### config.mk
export PLATFORM = sky130hd
export DESIGN_NAME = char_stream_token_classifier
export DESIGN_NICKNAME = d
export VERILOG_FILES = /design/src/sv/cstc_pkg.sv /design/src/sv/char_stream_token_classifier.sv
export VERILOG_INCLUDE_DIRS = /design/src /design/src/sv
export SDC_FILE = /design/constraint.sdc
export NUM_CORES = 1
export LEC_CHECK = 0
export ABC_AREA = 0
export BUFFER_PORTS_ARGS = -buffer_cell sky130_fd_sc_hd__buf_2
export CAP_MARGIN = 20
export CORE_UTILIZATION = 40
export CTS_BUF_LIST = sky130_fd_sc_hd__clkbuf_2
export CTS_CLUSTER_DIAMETER = 40
export DETAILED_ROUTE_END_ITERATION = 10
export PLACE_DENSITY_LB_ADDON = 0.08
export SETUP_SLACK_MARGIN = 0.1
export SLEW_MARGIN = 20
export SYNTH_ARGS = -nofsm -noshare
export SYNTH_HDL_FRONTEND = slang
export SYNTH_SLANG_ARGS = --single-unit
### constraint.sdc
create_clock -name i_clk -period 6.9 [get_ports i_clk]
set_input_delay 0.69 -clock i_clk [delete_from_list [all_inputs] [get_ports i_clk]]
set_output_delay 0.69 -clock i_clk [all_outputs]
set_load 0.005 [all_outputs]
### src/sv/char_stream_token_classifier_defines.svh
// ----------------------------------------------------------------------------
// Character stream token classifier: assertion macros
// Shared concurrent assertion forms for the classifier RTL.
// ----------------------------------------------------------------------------
`ifndef CHAR_STREAM_TOKEN_CLASSIFIER_DEFINES_SVH
`define CHAR_STREAM_TOKEN_CLASSIFIER_DEFINES_SVH

// Same-cycle implication, checked outside reset.
`define CSTC_ASSERT_NOW(label, clk, rst_n, ante, cons) \
    label: assert property (@(posedge clk) disable iff (!rst_n) (ante) |-> (cons)) \
        else $error("cstc: same-cycle check failed");

// Next-cycle implication, checked outside reset.
`define CSTC_ASSERT_NEXT(label, clk, rst_n, ante, cons) \
    label: assert property (@(posedge clk) disable iff (!rst_n) (ante) |=> (cons)) \
        else $error("cstc: next-cycle check failed");

`endif

### src/sv/cstc_pkg.sv
// ----------------------------------------------------------------------------
// Character stream token classifier package
// Byte and class types, token class codes, keyword indices, the digit test and the operator character test.
// ----------------------------------------------------------------------------
`timescale 1ns / 1ps
`default_nettype none

package cstc_pkg;

    typedef logic [7:0] t_byte;
    typedef logic [3:0] t_class;

    localparam int    LEN_W         = 8;
    localparam int    WIN_DEPTH     = 5;
    localparam logic [LEN_W-1:0] MAX_TOKEN_LEN = 8'd255;

    localparam t_class CLS_NUMBER = 4'd0;
    localparam t_class CLS_IF     = 4'd1;
    localparam t_class CLS_ELSE   = 4'd2;
    localparam t_class CLS_WHILE  = 4'd3;
    localparam t_class CLS_DO     = 4'd4;
    localparam t_class CLS_FOR    = 4'd5;
    localparam t_class CLS_SWITCH = 4'd6;
    localparam t_class CLS_CASE   = 4'd7;
    localparam t_class CLS_ID     = 4'd8;
    localparam t_class CLS_OPR    = 4'd9;

    localparam int KW_IF     = 0;
    localparam int KW_ELSE   = 1;
    localparam int KW_WHILE  = 2;
    localparam int KW_DO     = 3;
    localparam int KW_FOR    = 4;
    localparam int KW_SWITCH = 5;
    localparam int KW_CASE   = 6;
    localparam int KW_COUNT  = 7;

    function automatic logic is_opr(input t_byte c);
        logic hit;
        hit = (c == ">") || (c == "<") || (c == "=") || (c == "+") ||
              (c == "-") || (c == "/") || (c == "*") || (c == "!") ||
              (c == "(") || (c == ")") || (c == "{") || (c == "}");
        return hit;
    endfunction

    function automatic logic is_digit(input t_byte c);
        return (c >= "0") && (c <= "9");
    endfunction

endpackage

`default_nettype wire

### src/sv/char_stream_token_classifier.sv
// ----------------------------------------------------------------------------
// Character stream token classifier
// Splits a byte stream into operator and non-operator runs and classes each
// token as number, keyword, identifier or operator.
// ----------------------------------------------------------------------------
// Usage:
// The input channel carries one character per transfer, with the character
// that follows it and a last-character flag. The output channel returns one
// transfer per input transfer: the character echoed, a token-end flag and,
// on token end, the token class and length (saturating at 255).
// An input transfer's result is registered and shown in the next cycle.
// Throughput is one character per clock while the output is not stalled; the
// per-token state (a five-byte window, a digit flag, seven keyword flags
// and a run length) is updated in the same cycle as the character is taken.
// The result sits in an output register. When the receiver stalls, that
// register holds its result and the input is held off until the result is
// taken; a transfer on the output in the same cycle frees the register for
// the next character.
// Reset clears the token state and empties the output register; the block
// is ready in the first cycle after reset.
// ----------------------------------------------------------------------------
`timescale 1ns / 1ps
`default_nettype none

module char_stream_token_classifier (
    input  wire logic            i_clk,
    input  wire logic            i_rst_n,
    input  wire logic            i_valid,
    output logic                 o_ready,
    input  wire cstc_pkg::t_byte i_ch,
    input  wire cstc_pkg::t_byte i_next_ch,
    input  wire logic            i_is_last,
    output logic                 o_valid,
    input  wire logic            i_ready,
    output cstc_pkg::t_byte      o_echo_ch,
    output logic                 o_token_end,
    output cstc_pkg::t_class     o_token_class,
    output logic [7:0]           o_token_length
);

    import cstc_pkg::*;

    `include "char_stream_token_classifier_defines.svh"

    t_byte              r_win [WIN_DEPTH];
    logic               r_digit_seen;
    logic [KW_COUNT-1:0] r_kw_seen;
    logic [LEN_W-1:0]   r_run_len;
    logic               r_out_valid;
    t_byte              r_echo_ch;
    logic               r_token_end;
    t_class             r_token_class;
    logic [7:0]         r_token_length;

    logic                accept;
    logic                c_opr;
    logic                tok_end;
    logic                n_digit_seen;
    logic [KW_COUNT-1:0] n_kw_seen;
    logic [LEN_W-1:0]    n_run_len;
    t_class              cls;

    assign o_ready = !r_out_valid || i_ready;
    assign accept  = i_valid && o_ready;

    always_comb begin
        c_opr   = is_opr(i_ch);
        tok_end = i_is_last || (c_opr != is_opr(i_next_ch));

        n_digit_seen = r_digit_seen || is_digit(i_ch);

        n_kw_seen = r_kw_seen;
        if (r_win[4] == "i" && i_ch == "f") begin
            n_kw_seen[KW_IF] = 1'b1;
        end
        if (r_win[2] == "e" && r_win[3] == "l" && r_win[4] == "s" && i_ch == "e") begin
            n_kw_seen[KW_ELSE] = 1'b1;
        end
        if (r_win[1] == "w" && r_win[2] == "h" && r_win[3] == "i" && r_win[4] == "l" &&
            i_ch == "e") begin
            n_kw_seen[KW_WHILE] = 1'b1;
        end
        if (r_win[4] == "d" && i_ch == "o") begin
            n_kw_seen[KW_DO] = 1'b1;
        end
        if (r_win[3] == "f" && r_win[4] == "o" && i_ch == "r") begin
            n_kw_seen[KW_FOR] = 1'b1;
        end
        if (r_win[0] == "s" && r_win[1] == "w" && r_win[2] == "i" && r_win[3] == "t" &&
            r_win[4] == "c" && i_ch == "h") begin
            n_kw_seen[KW_SWITCH] = 1'b1;
        end
        if (r_win[2] == "c" && r_win[3] == "a" && r_win[4] == "s" && i_ch == "e") begin
            n_kw_seen[KW_CASE] = 1'b1;
        end

        n_run_len = (r_run_len < MAX_TOKEN_LEN) ? r_run_len + 1'b1 : r_run_len;

        if (c_opr) begin
            cls = CLS_OPR;
        end else if (n_digit_seen) begin
            cls = CLS_NUMBER;
        end else if (n_kw_seen[KW_IF]) begin
            cls = CLS_IF;
        end else if (n_kw_seen[KW_ELSE]) begin
            cls = CLS_ELSE;
        end else if (n_kw_seen[KW_WHILE]) begin
            cls = CLS_WHILE;
        end else if (n_kw_seen[KW_DO]) begin
            cls = CLS_DO;
        end else if (n_kw_seen[KW_FOR]) begin
            cls = CLS_FOR;
        end else if (n_kw_seen[KW_SWITCH]) begin
            cls = CLS_SWITCH;
        end else if (n_kw_seen[KW_CASE]) begin
            cls = CLS_CASE;
        end else begin
            cls = CLS_ID;
        end
    end

    always_ff @(posedge i_clk) begin
        if (!i_rst_n) begin
            for (int i = 0; i < WIN_DEPTH; i++) begin
                r_win[i] <= '0;
            end
            r_digit_seen <= 1'b0;
            r_kw_seen    <= '0;
            r_run_len    <= '0;
        end else if (accept) begin
            if (tok_end) begin
                for (int i = 0; i < WIN_DEPTH; i++) begin
                    r_win[i] <= '0;
                end
                r_digit_seen <= 1'b0;
                r_kw_seen    <= '0;
                r_run_len    <= '0;
            end else begin
                for (int i = 0; i < WIN_DEPTH - 1; i++) begin
                    r_win[i] <= r_win[i+1];
                end
                r_win[WIN_DEPTH-1] <= i_ch;
                r_digit_seen       <= n_digit_seen;
                r_kw_seen          <= n_kw_seen;
                r_run_len          <= n_run_len;
            end
        end
    end

    always_ff @(posedge i_clk) begin
        if (!i_rst_n) begin
            r_out_valid <= 1'b0;
        end else if (accept) begin
            r_out_valid <= 1'b1;
        end else if (i_ready) begin
            r_out_valid <= 1'b0;
        end
    end

    always_ff @(posedge i_clk) begin
        if (accept) begin
            r_echo_ch      <= i_ch;
            r_token_end    <= tok_end;
            r_token_class  <= tok_end ? cls : CLS_NUMBER;
            r_token_length <= tok_end ? n_run_len[7:0] : 8'd0;
        end
    end

    assign o_valid        = r_out_valid;
    assign o_echo_ch      = r_echo_ch;
    assign o_token_end    = r_token_end;
    assign o_token_class  = r_token_class;
    assign o_token_length = r_token_length;

    `CSTC_ASSERT_NOW(a_end_has_length, i_clk, i_rst_n,
        o_valid && o_token_end, o_token_length != 8'd0)
    `CSTC_ASSERT_NOW(a_open_fields_zero, i_clk, i_rst_n,
        o_valid && !o_token_end, o_token_class == CLS_NUMBER && o_token_length == 8'd0)
    `CSTC_ASSERT_NEXT(a_last_clears_state, i_clk, i_rst_n,
        accept && i_is_last, r_run_len == '0 && !r_digit_seen && r_kw_seen == '0)

endmodule

`default_nettype wire
==> summary.md <==
| Metric | Value |
|---|---|
| Startpoint types | `primary input` |
| Number of distinct library cells after synthesis | `51` |
| Yosys warnings | `0` |
| DP Wirelength | `4740 µm` |
| Mapped Nets | `330` |
| Critical Path Sink Type | `flip-flop` |
| WL per Instance | `14.8 µm` |
| Seq/Total Area, Yosys | `61.2%` |
| Antenna diodes | `0` |
| I/O Pins | `44` |
| Multi-input gate area | `1300 µm²` |
| Clk Latency, worst-skew pair | `0.50 ns` |
| Worst IR Drop VDD | `0.000137 V` |
| Post-CTS setup buffers | `0` |
| Port bufs | `43` |
| Vias in the first global route | `2320` |
| Hold_ws | `0.407 ns` |
| Routed wl met3 | `252 µm` |
| Residual DRC count | `0` |
| Via count | `2431` |
| Max Buffers Root-to-Sink | `2` |
| GPL Wtd Cong | `0.774` |
| Async set-reset flop share out of synthesis | `0%` |
| Clock Tree Root | `clkbuf_2` |
| Slew headroom | `42.1%` |
| Core Area | `8380 µm²` |
| Setup CP Type | `in -> reg` |
| DIE HEIGHT | `96.2 µm` |
| Final ANT Viol Nets | `0` |
| Crit path setup slack, layout | `3.85 ns` |
| Most frequent cells in the layout | `edfxtp_1, buf_2, and2_1` |
| Slew @ Worst Pin | `0.869 ns` |
| Final WL | `6840 µm` |
| Die ar. | `9250 µm²` |
| # rows | `33` |
| Period utilization | `44.3%` |
| Maximum number of pins on one net before global-route repair | `41` |
| Post-layout min period | `3.05 ns` |
| CTS Buf Count | `9` |
| Initial antenna violation count | `0` |
| Hold Crit Class | `in -> reg` |
| Average size of a mapped cell | `11.5 µm²` |
| Area Growth Syn to Fin | `13.0%` |
| CTS clk-pin slew, worst paths | `0.21 ns` |
| Critical Path AT | `3.43 ns` |
| RSZ-0062 raised after global routing | `false` |
| Drt first pass iters | `4` |
| Final setup vio count | `0` |
| Cts hold-fix bufs | `0` |
| Design Area, Final | `4010 µm²` |
| H-Tree Depth | `3` |
| Synthesis-stage register bit count | `78` |
| Max Fclk | `0.328 GHz` |
| CTS tree | `built` |
| Max Used Layer | `met4` |
| Cells after synthesis | `308` |
| Starting Density | `42.3%` |
| Number of synthesized flops with an enable pin | `61` |
| Setup TNS | `0 ns` |
| First-pass GRT wire length | `11300 µm` |
| CP required | `7.28 ns` |
| Leak | `0.00155 µW` |
| Met2 WL post-DR | `3330 µm` |
| Outcome | `finished clean` |
| Via density per instance | `5.25` |
| Die X | `96.2 µm` |
| Register area | `2170 µm²` |
| Total power | `912 µW` |
| Final Slew Violations | `0` |
| Dpl cell area | `3850 µm²` |
| Initial DRC count | `108` |
| Dpl ws | `2.97 ns` |
| Setup Skew | `0.0143 ns` |
| Wl on met1 | `3190 µm` |
| Power Dens Cells | `227 nW/µm²` |
| Fin. Hold Viols | `0` |
| Layout cells sized above 1 | `18.4%` |
| Mapped cell area | `3550 µm²` |
| Tot GR Track Use | `16.5%` |
| FILL cells | `795` |
| # clock sinks | `78` |
| Max cap viols | `0` |
| Crit-path max FO | `40` |
| Ys flop type | `edfxtp_1` |
| CTS resizes | `0` |
| Grt total ovfl | `0` |
| Commonest non-fill, non-tap cell in the layout | `edfxtp_1` |
| Final nets | `375` |
-- critical path, stage by stage --
cell	delay, ns
buf_2	0.13
nor3b_1	0.32
inv_1	0.08
a31oi_1	0.33
o21ai_0	0.22
a21oi_2	0.74
and3_2	0.67
and2_1	0.23
-- path summary, 6_finish.rpt --
check	startpoint	end	slack [ns]	cells after the start
hold / removal	i_ch[7]	o_echo_ch[7]	0.41	1
setup reg to reg	r_win[0][39]	o_token_class[0]	4.31	7
hold reg to reg	r_kw_seen[6]	r_kw_seen[6]	0.48	2
setup / recovery	i_ch[5]	r_win[0][36]	3.85	8
-- layout make-up --
type	count	area share, %
clock buffer	10	1.25
clock inverter	6	2.75
inverter	7	0.655
multi-input combinational	213	32.4
sequential	78	54.2
tap	105	3.28
timing repair buffer	44	5.55
-- synthesized netlist by cell type (6+ instances only) --
cell	number	area (µm²)
a21oi_1	18	90.1
nand2_1	25	93.8
nor4_1	6	37.5
dfxtp_1	17	340
edfxtp_1	61	1830
nand3_1	6	30.0
o21ai_0	14	70.1
nor2_1	19	71.3
a31oi_1	6	37.5
and3_1	7	43.8
and2_1	42	263
nor3_1	8	40.0
-- cells by family (layout without fill, tap and decap cells) --
| group | count (synthesis) | in the layout | share of synthesized area [%] |
|---|---|---|---|
| DFF | 78 | 78 | 61.2 |
| AOI/OAI and AO/OA | 50 | 50 | 8.53 |
| adders and majority gates | 1 | 1 | 0.353 |
| xor gates and xnor gates | 6 | 6 | 1.48 |
| and+or+nand+nor | 154 | 154 | 25.6 |
| muxes | 2 | 2 | 0.564 |
| buffers and inverters | 17 | 67 | 2.26 |
-- per-layer routing --
metal / GRT usage [%] / vias to the layer above
li1: - / 1231
met1: 20.9 / 1151
met2: 26.8 / 44
met3: 5.37 / 5
met4: 4.60 / 0
met5: 0 / -
-- stage by stage --
step                util (%)  instances
floorplan                  -        308
global placement        45.9        447
detailed placement      45.9        447
CTS                     47.8        463
global route            47.8        463
finish                  47.8        463
-- power by group --
part | switching, µW | leakage, µW | internal, µW | total [µW]
logic | 38.4 | 0.000674 | 22.4 | 60.8
clock network | 153 | 0.0000898 | 157 | 310
registers | 10.7 | 0.000784 | 531 | 541
-- state kept, by name (all words and copies together) (netlist names) --
register        flops
o_valid             1
o_token_end         1
r_win              40
o_token_class       4
o_echo_ch           8
r_kw_seen           7
r_run_len           8
o_token_length      8
r_digit_seen        1
No activity file was read; power rests on OpenSTA's default activity.
